**src/sv/emgdm_pkg.sv**
```systemverilog
// Shared types, constants and codes for the muscle-signal drive mixer.
// Used by every module of the block; depends on nothing.
package emgdm_pkg;

    // Field widths
    localparam int SAMPLE_BITS   = 12;
    localparam int FRAC_BITS     = 16;
    localparam int DIST_BITS     = 16;
    localparam int TICK_BITS     = 8;
    localparam int DRIVE_BITS    = 9;
    localparam int CMD_BITS      = 2;
    localparam int CFG_IDX_BITS  = 3;
    localparam int CFG_DATA_BITS = 16;

    // Drive scaling: full scale is 2^DRIVE_SHIFT - 1
    localparam int DRIVE_SHIFT = 8;
    localparam int DRIVE_MAX   = (1 << DRIVE_SHIFT) - 1;

    // Register reset values
    localparam logic [SAMPLE_BITS-1:0] CH_LOW_RST  = '0;
    localparam logic [SAMPLE_BITS-1:0] CH_HIGH_RST = SAMPLE_BITS'(4095);
    localparam logic [DIST_BITS-1:0]   SAFETY_RST  = DIST_BITS'(100);
    localparam logic [TICK_BITS-1:0]   TIMEOUT_RST = TICK_BITS'(4);
    localparam logic [TICK_BITS-1:0]   TICK_SAT    = '1;

    // Fixed-point datapath widths
    localparam int QUO_BITS   = FRAC_BITS + 2;
    localparam int UNIT_BITS  = FRAC_BITS + 2;
    localparam int SUM_BITS   = FRAC_BITS + 3;
    localparam int PROD_BITS  = SUM_BITS + DRIVE_SHIFT;
    localparam int SCALE_BITS = PROD_BITS - FRAC_BITS;
    localparam int STEP_BITS  = $clog2(QUO_BITS);

    localparam logic [UNIT_BITS-1:0] UNIT_ONE       = UNIT_BITS'(1) << FRAC_BITS;
    localparam logic [UNIT_BITS-1:0] UNIT_MINUS_ONE = ~UNIT_ONE + UNIT_BITS'(1);
    localparam logic signed [PROD_BITS-1:0]  ROUND_BIAS = PROD_BITS'((1 << FRAC_BITS) - 1);
    localparam logic signed [SCALE_BITS-1:0] SCALE_MAX  = SCALE_BITS'(DRIVE_MAX);
    localparam logic signed [SCALE_BITS-1:0] SCALE_MIN  = SCALE_BITS'(-DRIVE_MAX);

    // Job queue between front and back
    localparam int JOBQ_DEPTH    = 2;
    localparam int JOBQ_PTR_BITS = $clog2(JOBQ_DEPTH);
    localparam int JOBQ_CNT_BITS = $clog2(JOBQ_DEPTH + 1);

    typedef enum logic [CMD_BITS-1:0] {
        CMD_TICK   = CMD_BITS'(0),
        CMD_SAMPLE = CMD_BITS'(1),
        CMD_RANGE  = CMD_BITS'(2)
    } cmd_t;

    typedef enum logic [CFG_IDX_BITS-1:0] {
        CFG_CH1_LOW  = CFG_IDX_BITS'(0),
        CFG_CH1_HIGH = CFG_IDX_BITS'(1),
        CFG_CH2_LOW  = CFG_IDX_BITS'(2),
        CFG_CH2_HIGH = CFG_IDX_BITS'(3),
        CFG_SAFETY   = CFG_IDX_BITS'(4),
        CFG_TIMEOUT  = CFG_IDX_BITS'(5)
    } cfg_idx_t;

    // How one channel turns into a unit value
    typedef enum logic [1:0] {
        MODE_ZERO,
        MODE_NEG,
        MODE_POS,
        MODE_DIV
    } ch_mode_t;

    typedef struct packed {
        ch_mode_t               mode;
        logic [SAMPLE_BITS-1:0] offset;
        logic [SAMPLE_BITS-1:0] span;
    } chan_job_t;

    typedef struct packed {
        chan_job_t ch1;
        chan_job_t ch2;
        logic      active;
        logic      near;
    } job_t;

    typedef enum logic [2:0] {
        BK_IDLE,
        BK_LOAD,
        BK_DIV,
        BK_MIX
    } back_state_t;

endpackage

```
**src/sv/emgdm_front.sv**
```systemverilog
// Front end: takes commands, holds configuration and latched sensor state,
// and turns each control tick into a job. Depends on emgdm_pkg.
module emgdm_front (
    input  logic                                 clk,
    input  logic                                 rst_n,
    input  logic                                 push,
    input  logic [emgdm_pkg::CMD_BITS-1:0]       command,
    input  logic [emgdm_pkg::SAMPLE_BITS-1:0]    emg_ch1,
    input  logic [emgdm_pkg::SAMPLE_BITS-1:0]    emg_ch2,
    input  logic [emgdm_pkg::DIST_BITS-1:0]      range_mm,
    input  logic                                 cfg_valid,
    input  logic [emgdm_pkg::CFG_IDX_BITS-1:0]   cfg_index,
    input  logic [emgdm_pkg::CFG_DATA_BITS-1:0]  cfg_data,
    input  logic                                 jobq_full,
    output logic                                 job_push,
    output emgdm_pkg::job_t                      job
);
    import emgdm_pkg::*;

    logic [SAMPLE_BITS-1:0] ch1_low_reg,  ch1_low_next;
    logic [SAMPLE_BITS-1:0] ch1_high_reg, ch1_high_next;
    logic [SAMPLE_BITS-1:0] ch2_low_reg,  ch2_low_next;
    logic [SAMPLE_BITS-1:0] ch2_high_reg, ch2_high_next;
    logic [DIST_BITS-1:0]   safety_reg,   safety_next;
    logic [TICK_BITS-1:0]   timeout_reg,  timeout_next;
    logic [SAMPLE_BITS-1:0] ch1_level_reg, ch1_level_next;
    logic [SAMPLE_BITS-1:0] ch2_level_reg, ch2_level_next;
    logic [DIST_BITS-1:0]   obstacle_reg,  obstacle_next;
    logic [TICK_BITS-1:0]   ticks_reg,     ticks_next;
    logic                   accept;

    // Clamp to the window and pick how the back end derives the unit value
    function automatic chan_job_t classify(
        input logic [SAMPLE_BITS-1:0] x,
        input logic [SAMPLE_BITS-1:0] lo,
        input logic [SAMPLE_BITS-1:0] hi
    );
        chan_job_t              c;
        logic [SAMPLE_BITS-1:0] clamped;
        c.mode   = MODE_ZERO;
        c.offset = '0;
        c.span   = '0;
        clamped  = x;
        if (x < lo)
        begin
            clamped = lo;
        end
        else if (x > hi)
        begin
            clamped = hi;
        end
        if (lo == hi)
        begin
            c.mode = MODE_ZERO;
        end
        else if (lo > hi)
        begin
            // inverted window: below the lower edge is -1, anything else +1
            c.mode = (x < lo) ? MODE_NEG : MODE_POS;
        end
        else
        begin
            c.mode   = MODE_DIV;
            c.offset = clamped - lo;
            c.span   = hi - lo;
        end
        return c;
    endfunction

    assign accept = push && !jobq_full;

    always_comb
    begin
        ch1_low_next   = ch1_low_reg;
        ch1_high_next  = ch1_high_reg;
        ch2_low_next   = ch2_low_reg;
        ch2_high_next  = ch2_high_reg;
        safety_next    = safety_reg;
        timeout_next   = timeout_reg;
        ch1_level_next = ch1_level_reg;
        ch2_level_next = ch2_level_reg;
        obstacle_next  = obstacle_reg;
        ticks_next     = ticks_reg;
        job_push       = 1'b0;

        job.ch1    = classify(ch1_level_reg, ch1_low_reg, ch1_high_reg);
        job.ch2    = classify(ch2_level_reg, ch2_low_reg, ch2_high_reg);
        job.active = ticks_reg < timeout_reg;
        job.near   = obstacle_reg < safety_reg;

        if (accept)
        begin
            unique case (cmd_t'(command))
                CMD_TICK:
                begin
                    job_push = 1'b1;
                    if (ticks_reg != TICK_SAT)
                    begin
                        ticks_next = ticks_reg + TICK_BITS'(1);
                    end
                end
                CMD_SAMPLE:
                begin
                    ch1_level_next = emg_ch1;
                    ch2_level_next = emg_ch2;
                    ticks_next     = '0;
                end
                CMD_RANGE:
                begin
                    obstacle_next = range_mm;
                end
                default:
                begin
                    // unused code: drop
                end
            endcase
        end

        if (cfg_valid)
        begin
            unique case (cfg_idx_t'(cfg_index))
                CFG_CH1_LOW:  ch1_low_next  = cfg_data[SAMPLE_BITS-1:0];
                CFG_CH1_HIGH: ch1_high_next = cfg_data[SAMPLE_BITS-1:0];
                CFG_CH2_LOW:  ch2_low_next  = cfg_data[SAMPLE_BITS-1:0];
                CFG_CH2_HIGH: ch2_high_next = cfg_data[SAMPLE_BITS-1:0];
                CFG_SAFETY:   safety_next   = cfg_data[DIST_BITS-1:0];
                CFG_TIMEOUT:  timeout_next  = cfg_data[TICK_BITS-1:0];
                default:
                begin
                    // no register here: drop
                end
            endcase
        end
    end

    always_ff @(posedge clk or negedge rst_n)
    begin
        if (!rst_n)
        begin
            ch1_low_reg   <= CH_LOW_RST;
            ch1_high_reg  <= CH_HIGH_RST;
            ch2_low_reg   <= CH_LOW_RST;
            ch2_high_reg  <= CH_HIGH_RST;
            safety_reg    <= SAFETY_RST;
            timeout_reg   <= TIMEOUT_RST;
            ch1_level_reg <= '0;
            ch2_level_reg <= '0;
            obstacle_reg  <= '0;
            ticks_reg     <= TICK_SAT;
        end
        else
        begin
            ch1_low_reg   <= ch1_low_next;
            ch1_high_reg  <= ch1_high_next;
            ch2_low_reg   <= ch2_low_next;
            ch2_high_reg  <= ch2_high_next;
            safety_reg    <= safety_next;
            timeout_reg   <= timeout_next;
            ch1_level_reg <= ch1_level_next;
            ch2_level_reg <= ch2_level_next;
            obstacle_reg  <= obstacle_next;
            ticks_reg     <= ticks_next;
        end
    end

endmodule

```
**src/sv/emgdm_job_queue.sv**
```systemverilog
// Short job queue that decouples the front end from the divide/mix back end.
// Depends on emgdm_pkg (job_t, JOBQ_DEPTH).
module emgdm_job_queue (
    input  logic            clk,
    input  logic            rst_n,
    input  logic            wr_en,
    input  emgdm_pkg::job_t wr_data,
    input  logic            rd_en,
    output emgdm_pkg::job_t rd_data,
    output logic            full,
    output logic            empty
);
    import emgdm_pkg::*;

    job_t                     mem_reg [JOBQ_DEPTH];
    logic [JOBQ_PTR_BITS-1:0] wr_ptr_reg, wr_ptr_next;
    logic [JOBQ_PTR_BITS-1:0] rd_ptr_reg, rd_ptr_next;
    logic [JOBQ_CNT_BITS-1:0] count_reg,  count_next;
    logic                     do_wr;
    logic                     do_rd;

    assign full    = count_reg == JOBQ_CNT_BITS'(JOBQ_DEPTH);
    assign empty   = count_reg == '0;
    assign do_wr   = wr_en && !full;
    assign do_rd   = rd_en && !empty;
    assign rd_data = mem_reg[rd_ptr_reg];

    always_comb
    begin
        wr_ptr_next = wr_ptr_reg;
        rd_ptr_next = rd_ptr_reg;
        count_next  = count_reg;
        if (do_wr)
        begin
            wr_ptr_next = (wr_ptr_reg == JOBQ_PTR_BITS'(JOBQ_DEPTH - 1)) ?
                          '0 : wr_ptr_reg + JOBQ_PTR_BITS'(1);
        end
        if (do_rd)
        begin
            rd_ptr_next = (rd_ptr_reg == JOBQ_PTR_BITS'(JOBQ_DEPTH - 1)) ?
                          '0 : rd_ptr_reg + JOBQ_PTR_BITS'(1);
        end
        if (do_wr && !do_rd)
        begin
            count_next = count_reg + JOBQ_CNT_BITS'(1);
        end
        else if (do_rd && !do_wr)
        begin
            count_next = count_reg - JOBQ_CNT_BITS'(1);
        end
    end

    always_ff @(posedge clk)
    begin
        if (do_wr)
        begin
            mem_reg[wr_ptr_reg] <= wr_data;
        end
    end

    always_ff @(posedge clk or negedge rst_n)
    begin
        if (!rst_n)
        begin
            wr_ptr_reg <= '0;
            rd_ptr_reg <= '0;
            count_reg  <= '0;
        end
        else
        begin
            wr_ptr_reg <= wr_ptr_next;
            rd_ptr_reg <= rd_ptr_next;
            count_reg  <= count_next;
        end
    end

endmodule

```
**src/sv/emgdm_back.sv**
```systemverilog
// Back end: serial restoring divider shared by both channels, drive mixer,
// obstacle and timeout gating, and the result register. Depends on emgdm_pkg.
module emgdm_back (
    input  logic                                     clk,
    input  logic                                     rst_n,
    input  logic                                     jobq_empty,
    input  emgdm_pkg::job_t                          job,
    output logic                                     jobq_pop,
    input  logic                                     pop,
    output logic                                     empty,
    output logic signed [emgdm_pkg::DRIVE_BITS-1:0]  left_drive,
    output logic signed [emgdm_pkg::DRIVE_BITS-1:0]  right_drive
);
    import emgdm_pkg::*;

    back_state_t               state_reg, state_next;
    job_t                      job_reg, job_next;
    logic                      ch_sel_reg, ch_sel_next;
    logic [STEP_BITS-1:0]      step_reg, step_next;
    logic [SAMPLE_BITS-1:0]    rem_reg, rem_next;
    logic [QUO_BITS-1:0]       quo_reg, quo_next;
    logic signed [UNIT_BITS-1:0] t_reg, t_next;
    logic signed [UNIT_BITS-1:0] r_reg, r_next;
    logic                      out_valid_reg, out_valid_next;
    logic signed [DRIVE_BITS-1:0] left_reg, left_next;
    logic signed [DRIVE_BITS-1:0] right_reg, right_next;

    chan_job_t                 cur;
    logic [SAMPLE_BITS:0]      trial;
    logic [SAMPLE_BITS:0]      diff;
    logic                      ge;
    logic [QUO_BITS-1:0]       quo_step;
    logic [UNIT_BITS-1:0]      unit_val;
    logic                      unit_we;
    logic signed [SUM_BITS-1:0]   sum_l, sum_r;
    logic signed [DRIVE_BITS-1:0] left_mix, right_mix;
    logic                      blocked;

    // d * 255 / 2^FRAC_BITS, truncated toward zero, saturated to full scale
    function automatic logic signed [DRIVE_BITS-1:0] to_drive(
        input logic signed [SUM_BITS-1:0] d
    );
        logic signed [PROD_BITS-1:0]  p;
        logic signed [PROD_BITS-1:0]  adj;
        logic signed [SCALE_BITS-1:0] s;
        logic signed [SCALE_BITS-1:0] sat;
        p   = (PROD_BITS'(d) <<< DRIVE_SHIFT) - PROD_BITS'(d);
        adj = p[PROD_BITS-1] ? p + ROUND_BIAS : p;
        s   = SCALE_BITS'(adj >>> FRAC_BITS);
        sat = s;
        if (s > SCALE_MAX)
        begin
            sat = SCALE_MAX;
        end
        else if (s < SCALE_MIN)
        begin
            sat = SCALE_MIN;
        end
        return DRIVE_BITS'(sat);
    endfunction

    // one quotient bit per cycle; the first step compares without a shift
    assign cur      = ch_sel_reg ? job_reg.ch2 : job_reg.ch1;
    assign trial    = (step_reg == '0) ? {1'b0, rem_reg} : {rem_reg, 1'b0};
    assign ge       = trial >= {1'b0, cur.span};
    assign diff     = ge ? trial - {1'b0, cur.span} : trial;
    assign quo_step = {quo_reg[QUO_BITS-2:0], ge};

    assign sum_l     = SUM_BITS'(t_reg) - SUM_BITS'(r_reg);
    assign sum_r     = SUM_BITS'(t_reg) + SUM_BITS'(r_reg);
    assign left_mix  = to_drive(sum_l);
    assign right_mix = to_drive(sum_r);
    assign blocked   = job_reg.near && (left_mix > 0 || right_mix > 0);

    always_comb
    begin
        state_next     = state_reg;
        job_next       = job_reg;
        ch_sel_next    = ch_sel_reg;
        step_next      = step_reg;
        rem_next       = rem_reg;
        quo_next       = quo_reg;
        t_next         = t_reg;
        r_next         = r_reg;
        out_valid_next = out_valid_reg && !pop;
        left_next      = left_reg;
        right_next     = right_reg;
        jobq_pop       = 1'b0;
        unit_val       = '0;
        unit_we        = 1'b0;

        unique case (state_reg)
            BK_IDLE:
            begin
                if (!jobq_empty)
                begin
                    jobq_pop    = 1'b1;
                    job_next    = job;
                    ch_sel_next = 1'b0;
                    state_next  = job.active ? BK_LOAD : BK_MIX;
                end
            end
            BK_LOAD:
            begin
                unique case (cur.mode)
                    MODE_DIV:
                    begin
                        rem_next   = cur.offset;
                        quo_next   = '0;
                        step_next  = '0;
                        state_next = BK_DIV;
                    end
                    MODE_NEG:
                    begin
                        unit_val = UNIT_MINUS_ONE;
                        unit_we  = 1'b1;
                    end
                    MODE_POS:
                    begin
                        unit_val = UNIT_ONE;
                        unit_we  = 1'b1;
                    end
                    default:
                    begin
                        unit_val = '0;
                        unit_we  = 1'b1;
                    end
                endcase
            end
            BK_DIV:
            begin
                rem_next  = diff[SAMPLE_BITS-1:0];
                quo_next  = quo_step;
                step_next = step_reg + STEP_BITS'(1);
                if (step_reg == STEP_BITS'(QUO_BITS - 1))
                begin
                    unit_val = quo_step - UNIT_ONE;
                    unit_we  = 1'b1;
                end
            end
            BK_MIX:
            begin
                if (!out_valid_reg || pop)
                begin
                    out_valid_next = 1'b1;
                    if (!job_reg.active || blocked)
                    begin
                        left_next  = '0;
                        right_next = '0;
                    end
                    else
                    begin
                        left_next  = left_mix;
                        right_next = right_mix;
                    end
                    state_next = BK_IDLE;
                end
            end
            default:
            begin
                state_next = BK_IDLE;
            end
        endcase

        // store the channel's unit value and move to the next channel or mix
        if (unit_we)
        begin
            if (!ch_sel_reg)
            begin
                t_next      = unit_val;
                ch_sel_next = 1'b1;
                state_next  = BK_LOAD;
            end
            else
            begin
                r_next     = unit_val;
                state_next = BK_MIX;
            end
        end
    end

    always_ff @(posedge clk or negedge rst_n)
    begin
        if (!rst_n)
        begin
            state_reg     <= BK_IDLE;
            ch_sel_reg    <= 1'b0;
            step_reg      <= '0;
            out_valid_reg <= 1'b0;
        end
        else
        begin
            state_reg     <= state_next;
            ch_sel_reg    <= ch_sel_next;
            step_reg      <= step_next;
            out_valid_reg <= out_valid_next;
        end
    end

    always_ff @(posedge clk)
    begin
        job_reg   <= job_next;
        rem_reg   <= rem_next;
        quo_reg   <= quo_next;
        t_reg     <= t_next;
        r_reg     <= r_next;
        left_reg  <= left_next;
        right_reg <= right_next;
    end

    assign empty       = !out_valid_reg;
    assign left_drive  = left_reg;
    assign right_drive = right_reg;

endmodule

```
**src/sv/emg_differential_drive_mixer_core.sv**
```systemverilog
// Top level of the muscle-signal differential drive mixer.
// Depends on emgdm_pkg, emgdm_front, emgdm_job_queue and emgdm_back.
//
//  Channel   Handshake              Beat carries
//  --------  ---------------------  -------------------------------------------
//  input     push / full            command, emg_ch1, emg_ch2, range_mm
//  result    empty / pop            left_drive, right_drive (one per tick)
//  config    cfg_valid / cfg_ready  cfg_index, cfg_data
//
// Sample and range commands update the latched state in the cycle they are
// taken. A control tick's job moves from the queue into the back end, then
// each channel takes a load step and a FRAC_BITS+2 bit divide on a restoring
// divider that yields one quotient bit per cycle (both channels share the
// divider), and a mix step ends the tick. Timed-out ticks skip the load and
// divide steps; a window that needs no divide skips its channel's divider.
// Reset is asynchronous and active low; all control and configuration
// registers come up at their reset values (datapath flops and queue storage
// are not reset) and the drive starts timed out. No clearing pass is needed.
// full rises only when the two-entry job queue is full; an unpopped result
// holds the back end before it writes the next result; the front stops at full.
module emg_differential_drive_mixer_core (
    input  logic                                     clk,
    input  logic                                     rst_n,
    // input items
    input  logic                                     push,
    output logic                                     full,
    input  logic [emgdm_pkg::CMD_BITS-1:0]           command,
    input  logic [emgdm_pkg::SAMPLE_BITS-1:0]        emg_ch1,
    input  logic [emgdm_pkg::SAMPLE_BITS-1:0]        emg_ch2,
    input  logic [emgdm_pkg::DIST_BITS-1:0]          range_mm,
    // results
    output logic                                     empty,
    input  logic                                     pop,
    output logic signed [emgdm_pkg::DRIVE_BITS-1:0]  left_drive,
    output logic signed [emgdm_pkg::DRIVE_BITS-1:0]  right_drive,
    // configuration writes
    input  logic                                     cfg_valid,
    output logic                                     cfg_ready,
    input  logic [emgdm_pkg::CFG_IDX_BITS-1:0]       cfg_index,
    input  logic [emgdm_pkg::CFG_DATA_BITS-1:0]      cfg_data
);
    import emgdm_pkg::*;

    logic jobq_full;
    logic jobq_empty;
    logic job_push;
    logic jobq_pop;
    job_t job_in;
    job_t job_out;

    // Registers are plain flops, so a write is always taken at once
    assign cfg_ready = 1'b1;
    assign full      = jobq_full;

    // Classify commands, keep state, build tick jobs
    emgdm_front u_front (
        .clk       (clk),
        .rst_n     (rst_n),
        .push      (push),
        .command   (command),
        .emg_ch1   (emg_ch1),
        .emg_ch2   (emg_ch2),
        .range_mm  (range_mm),
        .cfg_valid (cfg_valid),
        .cfg_index (cfg_index),
        .cfg_data  (cfg_data),
        .jobq_full (jobq_full),
        .job_push  (job_push),
        .job       (job_in)
    );

    // Hold pending ticks while the divider is busy
    emgdm_job_queue u_job_queue (
        .clk     (clk),
        .rst_n   (rst_n),
        .wr_en   (job_push),
        .wr_data (job_in),
        .rd_en   (jobq_pop),
        .rd_data (job_out),
        .full    (jobq_full),
        .empty   (jobq_empty)
    );

    // Divide, mix, gate and present the result
    emgdm_back u_back (
        .clk         (clk),
        .rst_n       (rst_n),
        .jobq_empty  (jobq_empty),
        .job         (job_out),
        .jobq_pop    (jobq_pop),
        .pop         (pop),
        .empty       (empty),
        .left_drive  (left_drive),
        .right_drive (right_drive)
    );

endmodule
```
**config.mk**
```make
export PLATFORM = sky130hd
export DESIGN_NAME = emg_differential_drive_mixer_core
export DESIGN_NICKNAME = d
export VERILOG_FILES = /design/src/sv/emgdm_pkg.sv /design/src/sv/emgdm_front.sv /design/src/sv/emgdm_job_queue.sv /design/src/sv/emgdm_back.sv /design/src/sv/emg_differential_drive_mixer_core.sv
export SDC_FILE = /design/constraint.sdc
export NUM_CORES = 1
export LEC_CHECK = 0
export BUFFER_PORTS_ARGS = -buffer_cell sky130_fd_sc_hd__buf_2
export CAP_MARGIN = 10
export CORE_MARGIN = 2
export CORE_UTILIZATION = 49
export DETAILED_ROUTE_END_ITERATION = 10
export PLACE_DENSITY = 0.65
export SYNTH_ARGS = -nofsm -noshare
export SYNTH_HDL_FRONTEND = slang
export SYNTH_SLANG_ARGS = --single-unit
```
**constraint.sdc**
```tcl
create_clock -name clk -period 17.5 [get_ports clk]
set_input_delay 4.375 -clock clk [delete_from_list [all_inputs] [get_ports clk]]
set_output_delay 4.375 -clock clk [all_outputs]
set_load 0.03 [all_outputs]
```
### Word-level counts from Yosys, hierarchy flattened

Memories as Yosys holds them, arrays and structs flattened.
Cells that the tools add are included.

| operators by class | value |
|---|---|
| equal/unequal tests | 24 |
| mux-type cells | 60 |
| reductions and logical operators | 40 |
| bitwise gates (word level) | 2 |
| order comparisons | 15 |
| add/sub/neg operators | 18 |

Operators by type and width:

| kind | number |
|---|---|
| $mux 24 | 4 |
| $mux 12 | 6 |
| $pmux 18 s2 | 2 |
| $sub 12x12->12 | 5 |
| $add 27x17->27 const B | 2 |
| $mux 27 | 2 |
| $sub 27x19->27 | 2 |
| $gt 12x12->1 | 4 |
| $mux 9 | 4 |
| $pmux 17 s2 | 1 |
| $mux 26 | 1 |
| $reduce_and 2->1 | 13 |
| $eq 12x12->1 | 2 |
| $lt 12x12->1 | 2 |
| $pmux 12 s2 | 1 |
| $gt 11x9->1 const B | 2 |
| $lt 11x9->1 const B | 2 |
| $mux 2 | 10 |
| $add 18x18->19 | 1 |
| $sub 18x18->19 | 1 |
| $gt 9x1->1 const B | 2 |
| $mux 18 | 1 |
| $sub 18x17->18 const B | 1 |
| $mux 17 | 1 |
| 37 further kinds | 87 |

| word-level totals | value |
|---|---|
| output and inout bits | 21 |
| memories | 1 |
| bits of input ports | 66 |
| bits in registers | 271 |
| memory bits (writable) | 108 |
| word-level logic and storage cells | 191 |

Memories:

| memory | depth | bits a word | rd ports | clocked after Yosys merged registers in | wr ports | RTL line | RTL |
|---|---|---|---|---|---|---|---|
| u_job_queue.mem_reg | 2 | 54 | 1 | 0 | 1 | emgdm_job_queue.sv:15 | `job_t mem_reg [JOBQ_DEPTH];` |

### Depth between registers and ports, before layout

Gate-level depths: netlist of run 1.

| logic depth | value |
|---|---|
| word-level depth | 11 |
| mapped depth | 31 |
| gate-level depth less buffers | 31 |

### Cells and area by module

A second synthesis of run 1 with hierarchy kept.

| second synthesis, totals | value |
|---|---|
| cell total of the unflattened synthesis | 2,496 |
| area total of the unflattened synthesis | 25,570.8 sq um |

By module, submodules not included:

| module | area an instance (sq um) | seq. area each (sq um) | cells each | instances |
|---|---|---|---|---|
| emgdm_back | 12,190.4 | 4,339.2 | 1,317 | 1 |
| emgdm_front | 9,026.2 | 3,047.9 | 990 | 1 |
| emgdm_job_queue | 4,342.9 | 3,343.2 | 187 | 1 |
| emg_differential_drive_mixer_core | 11.3 | 0.0 | 2 | 1 |

### Least setup slack after synthesis of run 1

OpenSTA, ideal clock, no wires.

| timing path | value |
|---|---|
| path type | in2reg |
| start point | input command[0] (netlist bit) |
| end point | memory u_job_queue.mem_reg[0][0] (netlist bit) (enable) |
| slack | 7.199 ns |
| required time | 16.895 ns |
| stages | 1 |
| arrival | 9.696 ns |
| setup time | 0.605 ns |
| path through | nor4_1 |

| on the way | value |
|---|---|
| word-level cells in the longest chain between the ends | 6 |

RTL lines:

| element | RTL line | RTL |
|---|---|---|
| start: declaration | emg_differential_drive_mixer_core.sv:27 | `input logic [emgdm_pkg::CMD_BITS-1:0] command,` |
| $logic_not 2->1 | emgdm_front.sv:93 | `unique case (cmd_t'(command))` |
| $mux 1 | emgdm_front.sv:93 |  |
| $mux 1 | emgdm_front.sv:91 | `if (accept)` |
| $logic_and 1x1->1 | emgdm_job_queue.sv:24 | `assign do_wr = wr_en && !full;` |
| $mux 1 | emgdm_job_queue.sv:55 | `if (do_wr)` |
| $mux 1 (not written as such) | emgdm_job_queue.sv:57 | `mem_reg[wr_ptr_reg] <= wr_data;` |
| end: declaration | emgdm_job_queue.sv:15 |  |

Every way passes these cells.

### Worst setup path after layout of run 1

| timing path | value |
|---|---|
| start point | register u_back.t_reg[4] |
| end point | register u_back.left_reg[2], in the netlist u_back.left_drive[2] (data pin) |

| on the way | value |
|---|---|
| word-level cells in the longest chain between the ends | 11 |
| elaborated cells on any way between the ends | 21 |
| classes of those cells | 6 x add/sub; 6 x order compare; 6 x mux; 3 x reduce/logical |

RTL lines:

| element | RTL line | RTL |
|---|---|---|
| start: declaration | emgdm_back.sv:22 | `logic signed [UNIT_BITS-1:0] t_reg, t_next;` |
| start signal: assignment | emgdm_back.sv:205 | `t_reg <= t_next;` |
| $sub 18x18->19 / $add 18x18->19 (equally long branches) | emgdm_back.sv:69, emgdm_back.sv:70 |  |
| $sub 27x19->27 | emgdm_back.sv:47 | `p = (PROD_BITS'(d) <<< DRIVE_SHIFT) - PROD_BITS'(d);` |
| $add 27x17->27 | emgdm_back.sv:48 | `adj = p[PROD_BITS-1] ? p + ROUND_BIAS : p;` |
| $mux 27 | emgdm_back.sv:48 |  |
| $lt 11x9->1 | emgdm_back.sv:55 | `else if (s < SCALE_MIN)` |
| $mux 9 | emgdm_back.sv:55 |  |
| $mux 9 | emgdm_back.sv:51 | `if (s > SCALE_MAX)` |
| $gt 9x1->1 | emgdm_back.sv:73 | `assign blocked = job_reg.near && (left_mix > 0 \|\| right_mix > 0);` |
| $logic_or 1x1->1 | emgdm_back.sv:73 |  |
| $logic_and 1x1->1 | emgdm_back.sv:73 |  |
| $logic_or 1x1->1 | emgdm_back.sv:146 | `if (!job_reg.active \|\| blocked)` |
| end signal: assignment | emgdm_back.sv:207 | `left_reg <= left_next;` |
| end: declaration | emgdm_back.sv:25 | `logic signed [DRIVE_BITS-1:0] left_reg, left_next;` |

Several ways; a longest one is shown, not always the timed one.
A chain may end at the register's enable or synchronous reset.

==> impl_metrics.env, run 1 <==
export IMPL_finalCriticalPeriod_ps=7660
export IMPL_crit_type="flip-flop to flip-flop"
export IMPL_cts_setup_buffers=0
export IMPL_ff2ff_path_depth=23
export IMPL_fp_dieArea_um2=52800
export IMPL_drt_iter0_drc=1319
export IMPL_synth_top_area_share=0.295
export IMPL_synthAdderAreaFrac=0.106
export IMPL_synth_edf_count=245
export IMPL_clockBufferDepth=3
export IMPL_crit_chain="ha_1 -> and2b_1 -> nor2_1 -> a2111oi_0 -> or4_1 -> xnor2_1 -> inv_1 -> ha_1 -> and2_1 -> a221o_1 -> a21oi_1 -> nor2_1 -> a221o_1 -> a31oi_1 -> nor3_1 -> nor4b_1 -> nand2_1 -> nor4_1 -> a211oi_1 -> nor4_1 -> and3_1 -> o32ai_4 -> and3b_1"
export IMPL_h_tree_depth=2
export IMPL_cp_arrival_ps=8090
export IMPL_largest_reg_flops=108
export IMPL_grt_overflow=0
export IMPL_required_ps=17930
export IMPL_via_per_inst=5.82
export IMPL_rsz0062_at_grt="no"
export IMPL_max_stage_delay_ps=640
export IMPL_synth_xor_area_share=0.0411
export IMPL_async_flop_share=0.352
export IMPL_antenna_cells=0
export IMPL_drc=0
export IMPL_r2r_slack_ps=9840
export IMPL_grt_max_degree=77
export IMPL_routabilityCongestion=0.915
export IMPL_r2r_start="u_back.t_reg[4]$_DFFE_PP_"
export IMPL_drv_cap=0
export IMPL_grtUsageTotal=0.236
export IMPL_ioPinCount=87
export IMPL_dr_pass1_iters=6
export IMPL_start_util=0.497
export IMPL_hp_start="u_front.obstacle_reg[0]$_DFFE_PN0P_"
export IMPL_nets=2754
export IMPL_cts_buffers=43
export IMPL_final_setup_worst_slack_ps=9840
export IMPL_synthSimpleGateAreaFrac=0.139
export IMPL_period_share=0.438
export IMPL_clock_tree_root_cell="clkbuf_16"
export IMPL_grt_pass1_vias=18400
export IMPL_ant_nets=0
export IMPL_synthCells=2410
export IMPL_max_freq_mhz=131
export IMPL_num_vias=18500
export IMPL_hold_buffers=0
export IMPL_report_final_slew_viol_count=0
export IMPL_drive_gt1_frac=0.167
export IMPL_core_area_um2=50300
export IMPL_synth_area_leaders="edfxtp_1 29%, ha_1 10%, dfrtp_1 9.7%"
export IMPL_syn_num_nets=2683
export IMPL_dpl_hpwl_um=47300
export IMPL_cp_max_fo=17
export IMPL_synth_flop_cell="edfxtp_1"
export IMPL_die_w_um=230
export IMPL_wl_um=62300
export IMPL_yosysWarnings=0
export IMPL_die_y_um=230
export IMPL_status="finished clean"
export IMPL_synth_top_family_by_area="compound AO/OA/AOI/OAI gates"
export IMPL_hold_depth=1
export IMPL_clk_latency_ps=580
export IMPL_startpoint_type="flip-flop"
export IMPL_synth_seq_area_share=0.430
export IMPL_max_slew_margin=0.291
export IMPL_hold_violations=0
export IMPL_setup_tns_ps=0
export IMPL_post_drt_wl_per_cell_um=19.5
export IMPL_synth_cell_types=106
export IMPL_final_common_cell="edfxtp_1"
export IMPL_ys_ff_latch=378
export IMPL_final_cell_mix="245 x edfxtp_1, 200 x ha_1, 171 x inv_1"
export IMPL_antenna_found_initial=0
export IMPL_synthMuxAreaShare=0.0820
export IMPL_synthesis_area_um2=25000
export IMPL_fillers=4425
export IMPL_cts_resized=0
export IMPL_dpl_worst_slack_ps=10030
export IMPL_cts_tree="done"
export IMPL_syn_avg_cell_area_um2=10.4
export IMPL_clock_sinks=378
export IMPL_row_count=82
export IMPL_hold_path_class="flip-flop to flip-flop"
export IMPL_portBuffers=85
export IMPL_setup_violations=0
export IMPL_clkSlewWorstSetupHoldPaths_ps=70
export IMPL_syn_to_final_growth_pct=9.93
export IMPL_end_kind="flip-flop"
export IMPL_grt_pass1_wl_um=99800
export IMPL_rr_endpoint="u_back.left_drive[2]$_SDFFCE_PP0P_"
export IMPL_synth_compound_area_frac=0.160
export IMPL_yosysTopAreaCell="edfxtp_1"
export IMPL_finClkSkew_ps=21.4
export IMPL_worst_pin_slew_ps=1060
export IMPL_cpMaxStageDelayCell="xnor2_1"
export IMPL_hold_end="u_front.obstacle_reg[0]$_DFFE_PN0P_"
## how the worst max path moves through the flow
stage                                    startpoint                                   to  slack, ps
after floorplan                          command[0]  u_job_queue.mem_reg[0][0]$_DFFE_PP_       7200
after global placement    u_back.t_reg[4]$_DFFE_PP_   u_back.left_drive[2]$_SDFFCE_PP0P_      10170
after detailed placement  u_back.t_reg[4]$_DFFE_PP_   u_back.left_drive[2]$_SDFFCE_PP0P_      10030
after CTS                 u_back.t_reg[4]$_DFFE_PP_   u_back.left_drive[2]$_SDFFCE_PP0P_       9980
after global routing      u_back.t_reg[4]$_DFFE_PP_   u_back.left_drive[2]$_SDFFCE_PP0P_       9220
final                     u_back.t_reg[4]$_DFFE_PP_   u_back.left_drive[2]$_SDFFCE_PP0P_       9840
## cell usage after synthesis (26+ instances only)
library cell,n
a211oi_1,26
mux2i_1,54
a21oi_1,137
a21o_1,83
inv_1,172
xor2_1,38
nand4_1,34
nor3_1,54
nand2b_1,39
o21ai_0,153
nand3_1,28
nor2b_1,43
and2_1,55
nor2_1,144
nand2_1,154
ha_1,200
xnor2_1,70
clkbuf_1,53
dfrtp_1,97
dfstp_2,36
mux2_2,134
edfxtp_1,245
## critical path, delay by kind of cell, from the launching register on
| kind | cells | cell delay (ps) |
|---|---|---|
| xor gates and xnor gates | 1 | 640 |
| DFF | 1 | 400 |
| buffers and inverters | 1 | 190 |
| AOI/OAI and AO/OA | 7 | 1550 |
| adders and majority gates | 2 | 1070 |
| and+or+nand+nor | 12 | 3680 |
## cell type report
| class | instances | area [µm²] | share of cell area |
|---|---|---|---|
| clock buffers | 61 | 1230 | 0.0448 |
| clock inverters | 18 | 128 | 0.00465 |
| inverters | 180 | 681 | 0.0248 |
| multi-input cells | 1771 | 13200 | 0.482 |
| flip-flops and latches | 378 | 10700 | 0.391 |
| well taps | 672 | 841 | 0.0306 |
| repair buffers | 107 | 601 | 0.0219 |
## metal layers
metal,GRT usage,part of all wire,vias to the layer above
li1,-,-,8989
met3,0.0263,0.040,126
met2,0.390,0.46,437
met4,0.0833,0.032,0
met5,0,0,-
met1,0.323,0.46,8989
## per-stage QoR
stage / std cells / util / hold WS, ps / cell area (µm²)
global route: 3187 / 0.546 / 525 / 27500
CTS: 3186 / 0.546 / 501 / 27400
floorplan: 2410 / - / 457 / 25000
detailed placement: 3107 / 0.519 / 489 / 26100
global placement: 3107 / 0.519 / 489 / 26100
finish: 3187 / 0.546 / 497 / 27500
## cell families after synthesis
group,Yosys count
AOI/OAI and AO/OA,594
xor gates and xnor gates,113
adders and majority gates,207
buffers and inverters,261
DFF,378
muxes,188
other,1
and+or+nand+nor,668
Power of run 1 is not shown: default switching activity piles up to over one toggle a cycle in this logic, so the estimate is an artifact.
==> run 2, diff against run 1 <==
- PLACE_DENSITY: 0.65 -> 0.68
- clock period: 17.5 -> 6.4 ns (I/O delays scaled with it)
==> impl_metrics.env, run 2 (synthesized netlist as in run 1, its figures left out) <==
export IMPL_period_share=0.964
export IMPL_row_count=82
export IMPL_grt_max_degree=96
export IMPL_grt_overflow=0
export IMPL_largest_reg_flops=108
export IMPL_max_slew_margin=0.224
export IMPL_die_w_um=230
export IMPL_finClkSkew_ps=44.6
export IMPL_drc=0
export IMPL_required_ps=6710
export IMPL_start_util=0.497
export IMPL_grt_pass1_vias=18400
export IMPL_grt_pass1_wl_um=97500
export IMPL_antenna_found_initial=0
export IMPL_h_tree_depth=2
export IMPL_drv_cap=0
export IMPL_clock_sinks=378
export IMPL_portBuffers=85
export IMPL_r2r_start="u_back.r_reg[6]$_DFFE_PP_"
export IMPL_report_final_slew_viol_count=0
export IMPL_post_drt_wl_per_cell_um=18.7
export IMPL_hold_path_class="flip-flop to flip-flop"
export IMPL_ff2ff_path_depth=25
export IMPL_clk_latency_ps=600
export IMPL_grtUsageTotal=0.231
export IMPL_cp_startpoint="u_back.r_reg[6]$_DFFE_PP_"
export IMPL_cts_tree="done"
export IMPL_final_setup_worst_slack_ps=233
export IMPL_worst_pin_slew_ps=1160
export IMPL_end_kind="flip-flop"
export IMPL_syn_to_final_growth_pct=14.7
export IMPL_status="finished clean"
export IMPL_drt_iter0_drc=1122
export IMPL_finalCriticalPeriod_ps=6170
export IMPL_rsz0062_at_grt="yes"
export IMPL_ioPinCount=87
export IMPL_die_y_um=230
export IMPL_startpoint_type="flip-flop"
export IMPL_max_stage_delay_ps=560
export IMPL_cts_buffers=42
export IMPL_fin_util=0.570
export IMPL_cp_max_fo=8
export IMPL_final_cell_mix="245 x edfxtp_1, 191 x ha_1, 171 x inv_1"
export IMPL_hold_depth=2
export IMPL_dr_pass1_iters=5
export IMPL_dpl_worst_slack_ps=-64.7
export IMPL_antenna_cells=0
export IMPL_cp_arrival_ps=6480
export IMPL_globalRouteMet2Util=0.393
export IMPL_setup_violations=0
export IMPL_final_common_cell="edfxtp_1"
export IMPL_met1_usage=0.307
export IMPL_crit_type="flip-flop to flip-flop"
export IMPL_drive_gt1_frac=0.221
export IMPL_grt_use_met3=0.0293
export IMPL_grt_busiest_layer="met2"
export IMPL_wl_um=61500
export IMPL_via_per_inst=5.72
export IMPL_layout_cells_non_filler=3294
export IMPL_nets=2861
export IMPL_routabilityCongestion=0.942
export IMPL_ant_nets=0
export IMPL_whs_ps=501
export IMPL_fp_dieArea_um2=52800
export IMPL_max_freq_mhz=162
export IMPL_dpl_hpwl_um=46800
export IMPL_regArea_um2=10700
export IMPL_dp_cells=3210
export IMPL_multi_input_area_um2=13700
export IMPL_hold_violations=0
export IMPL_hp_start="u_front.safety_reg[6]$_DFFE_PN1P_"
export IMPL_num_vias=18800
export IMPL_clkSlewWorstSetupHoldPaths_ps=60
export IMPL_core_area_um2=50300
export IMPL_clock_tree_root_cell="clkbuf_16"
export IMPL_clockBufferDepth=3
export IMPL_fillers=4325
export IMPL_cpMaxStageDelayCell="or4b_4"
run 2: cell types whose count changed in the layout (fill, tap and decap cells not counted), sizes merged:
cell	previous run	this run
inv	181	184
buf	107	215
clkinv	14	18
clkbuf	61	52
bufinv	0	1
run 2: path summary, 6_finish.rpt:
check                                                        endpoint  slack (ps)
worst max-delay path              u_back.right_drive[0]$_SDFFCE_PP0P_         230
worst min-delay path                u_front.safety_reg[6]$_DFFE_PN1P_         500
worst max register to register    u_back.right_drive[0]$_SDFFCE_PP0P_         230
worst min register to register      u_front.safety_reg[6]$_DFFE_PN1P_         500
max in group asynchronous         u_front.ch2_high_reg[0]$_DFFE_PN1P_        4160
min in group asynchronous       u_front.ch1_level_reg[10]$_DFFE_PN0P_        1070
run 2: what timing repair did:
item                                    4_1_cts  5_1_grt
setup buffers                                 0        6
pin swaps                                     1       17
resized for setup                             6       73
hold buffers                                  0        0
endpoints found under the setup margin       16       18
run 2: layout make-up:
| cell class | count | share of cell area |
|---|---|---|
| repair buffers | 215 | 0.0496 |
| multi-input cells | 1771 | 0.477 |
| inverters | 180 | 0.0238 |
| clock buffers | 52 | 0.0384 |
| flip-flops and latches | 378 | 0.375 |
| well taps | 672 | 0.0294 |
| clock inverters | 26 | 0.00721 |
run 2: critical path: cells and delay by family, from the launching register on:
kind                       cells  cell delay (ps)
adders and majority gates      2              620
buffers and inverters          4              450
DFF                            1              390
and+or+nand+nor                8             2120
AOI/OAI and AO/OA             11             2310
run 2: through the flow:
| step | TNS (ps) | area (µm²) |
|---|---|---|
| after floorplan | 0 | 25000 |
| after global placement | 0 | 26900 |
| after detailed placement | -256 | 26900 |
| after CTS | 0 | 28200 |
| after global routing | -482 | 28600 |
| final | 0 | 28600 |
run 2: layer usage:
| metal | share of wire | wire length, µm |
|---|---|---|
| met2 | 0.48 | 29600 |
| met1 | 0.45 | 27400 |
| met5 | 0 | 0 |
| met4 | 0.027 | 1660 |
| met3 | 0.047 | 2910 |
Power of run 2 is left out for the same reason.
==> run 3, diff against run 2 <==
==> constraint.sdc (replaced) <==
create_clock -name clk -period 6.4 [get_ports clk]
set_input_delay 0.96 -clock clk [delete_from_list [all_inputs] [get_ports clk]]
set_output_delay 0.96 -clock clk [all_outputs]
set_load 0.03 [all_outputs]
==> impl_metrics.env, run 3 (synthesized netlist as in run 1, its figures left out) <==
export IMPL_cts_tree="done"
export IMPL_hold_path_class="primary input to async pin"
export IMPL_cp_max_fo=8
export IMPL_final_cell_mix="245 x edfxtp_1, 194 x ha_1, 171 x inv_1"
export IMPL_antenna_cells=0
export IMPL_required_ps=6710
export IMPL_dpl_hpwl_um=46800
export IMPL_ioPinCount=87
export IMPL_fin_util=0.571
export IMPL_status="finished clean"
export IMPL_cts_buffers=42
export IMPL_dr_pass1_iters=5
export IMPL_antenna_found_initial=0
export IMPL_wl_um=61800
export IMPL_syn_to_final_growth_pct=15.0
export IMPL_drt_iter0_drc=1279
export IMPL_crit_type="flip-flop to flip-flop"
export IMPL_max_stage_delay_ps=560
export IMPL_grt_overflow=0
export IMPL_drv_cap=0
export IMPL_start_util=0.497
export IMPL_wl_met3_um=2540
export IMPL_fp_dieArea_um2=52800
export IMPL_met2WireLength_um=29500
export IMPL_finClkSkew_ps=46.4
export IMPL_final_setup_worst_slack_ps=209
export IMPL_worst_pin_slew_ps=1200
export IMPL_cp_arrival_ps=6500
export IMPL_ant_nets=0
export IMPL_crit_chain="buf_4 -> ha_1 -> or3b_2 -> a31oi_1 -> o21a_1 -> or4_4 -> xnor2_2 -> inv_1 -> ha_1 -> and2_1 -> a221o_1 -> a21oi_2 -> nor2_1 -> a221o_1 -> a31oi_2 -> nor3_1 -> nor4b_1 -> buf_4 -> o2111ai_2 -> or3_4 -> or4b_4 -> a21oi_4 -> or2_1 -> a31oi_1"
export IMPL_r2r_start="u_back.r_reg[5]$_DFFE_PP_"
export IMPL_cpMaxStageDelayCell="or4b_4"
export IMPL_grt_pass1_wl_um=98400
export IMPL_final_common_cell="edfxtp_1"
export IMPL_clock_sinks=378
export IMPL_end_kind="flip-flop"
export IMPL_wl_met1_um=27800
export IMPL_place_area_um2=26900
export IMPL_grtUsageTotal=0.232
export IMPL_drive_gt1_frac=0.223
export IMPL_h_tree_depth=2
export IMPL_cp_startpoint="u_back.r_reg[5]$_DFFE_PP_"
export IMPL_max_slew_margin=0.178
export IMPL_max_freq_mhz=162
export IMPL_startpoint_type="flip-flop"
export IMPL_routabilityCongestion=0.927
export IMPL_largest_reg_flops=108
export IMPL_grt_max_degree=82
export IMPL_clockBufferDepth=3
export IMPL_report_final_slew_viol_count=0
export IMPL_rr_endpoint="u_back.right_drive[0]$_SDFFCE_PP0P_"
export IMPL_setup_tns_ps=0
export IMPL_ff2ff_path_depth=24
export IMPL_grt_pass1_vias=18600
export IMPL_portBuffers=85
export IMPL_post_drt_wl_per_cell_um=18.7
export IMPL_via_per_inst=5.74
export IMPL_finalCriticalPeriod_ps=6190
export IMPL_clk_latency_ps=590
export IMPL_die_y_um=230
export IMPL_setup_violations=0
export IMPL_num_vias=18900
export IMPL_hold_violations=0
export IMPL_die_w_um=230
export IMPL_clkSlewWorstSetupHoldPaths_ps=60
export IMPL_period_share=0.967
export IMPL_stdcell_area_um2=28700
export IMPL_maxUsedRoutingLayer="met4"
export IMPL_clock_tree_root_cell="clkbuf_16"
export IMPL_crit_end="u_back.right_drive[0]$_SDFFCE_PP0P_"
export IMPL_row_count=82
export IMPL_core_area_um2=50300
export IMPL_r2r_slack_ps=210
export IMPL_dpl_worst_slack_ps=-211
export IMPL_drc=0
export IMPL_nets=2866
-- run 3: cell count changes in the layout (fill, tap and decap cells not counted), sizes merged --
cell / previous run / this run
buf: 215 / 220
clkbuf: 52 / 64
clkinv: 18 / 9
clkinvlp: 3 / 2
inv: 184 / 182
-- run 3: timing repair --
action | CTS | global route
endpoints found under the setup margin | 18 | 18
resized for setup | 6 | 69
gates cloned | 0 | 0
setup buffers | 0 | 11
pin swaps | 0 | 23
hold buffers | 0 | 0
-- run 3: worst min path at each step --
stage / slack (ps) / endpoint / depth (start not counted) / from
finish: 400 / u_front.ch1_level_reg[11]$_DFFE_PN0P_ / 1 / rst_n
global route: 450 / u_front.ch1_level_reg[2]$_DFFE_PN0P_ / 1 / rst_n
CTS: 430 / u_front.ch1_low_reg[9]$_DFFE_PN0P_ / 1 / rst_n
detailed placement: 490 / u_front.timeout_reg[6]$_DFFE_PN0P_ / 1 / u_front.timeout_reg[6]$_DFFE_PN0P_
global placement: 490 / u_front.timeout_reg[1]$_DFFE_PN0P_ / 1 / u_front.timeout_reg[1]$_DFFE_PN0P_
floorplan: 470 / u_front.obstacle_reg[0]$_DFFE_PN0P_ / 1 / u_front.obstacle_reg[0]$_DFFE_PN0P_
-- run 3: metrics by stage --
step | hold WS, ps | cells
final | 402 | 3299
after global routing | 446 | 3299
after CTS | 429 | 3287
after detailed placement | 495 | 3209
after global placement | 489 | 3209
after floorplan | 470 | 2410
-- run 3: cell type report --
cell class	instances	area (µm²)
Tap cell	672	841
Timing Repair Buffer	220	1460
Multi-Input combinational cell	1771	13600
Sequential cell	378	10700
Inverter	180	681
Clock buffer	64	1210
Fill cell	4328	21600
Clock inverter	14	154
-- run 3: worst max-delay path, delay by kind of cell (launching register included) --
family          cells  cell delay (ps)
compound gates      9             1870
xor+xnor            1              180
fa+ha+maj           2              570
buf+inv             3              450
flops               1              380
simple gates        9             2480
-- run 3: per-layer routing --
| metal | track usage | vias to the layer above |
|---|---|---|
| li1 | - | 9189 |
| met1 | 0.310 | 9189 |
| met2 | 0.390 | 458 |
| met3 | 0.0303 | 112 |
| met4 | 0.0760 | 0 |
| met5 | 0 | - |
Power of run 3 is left out for the same reason.
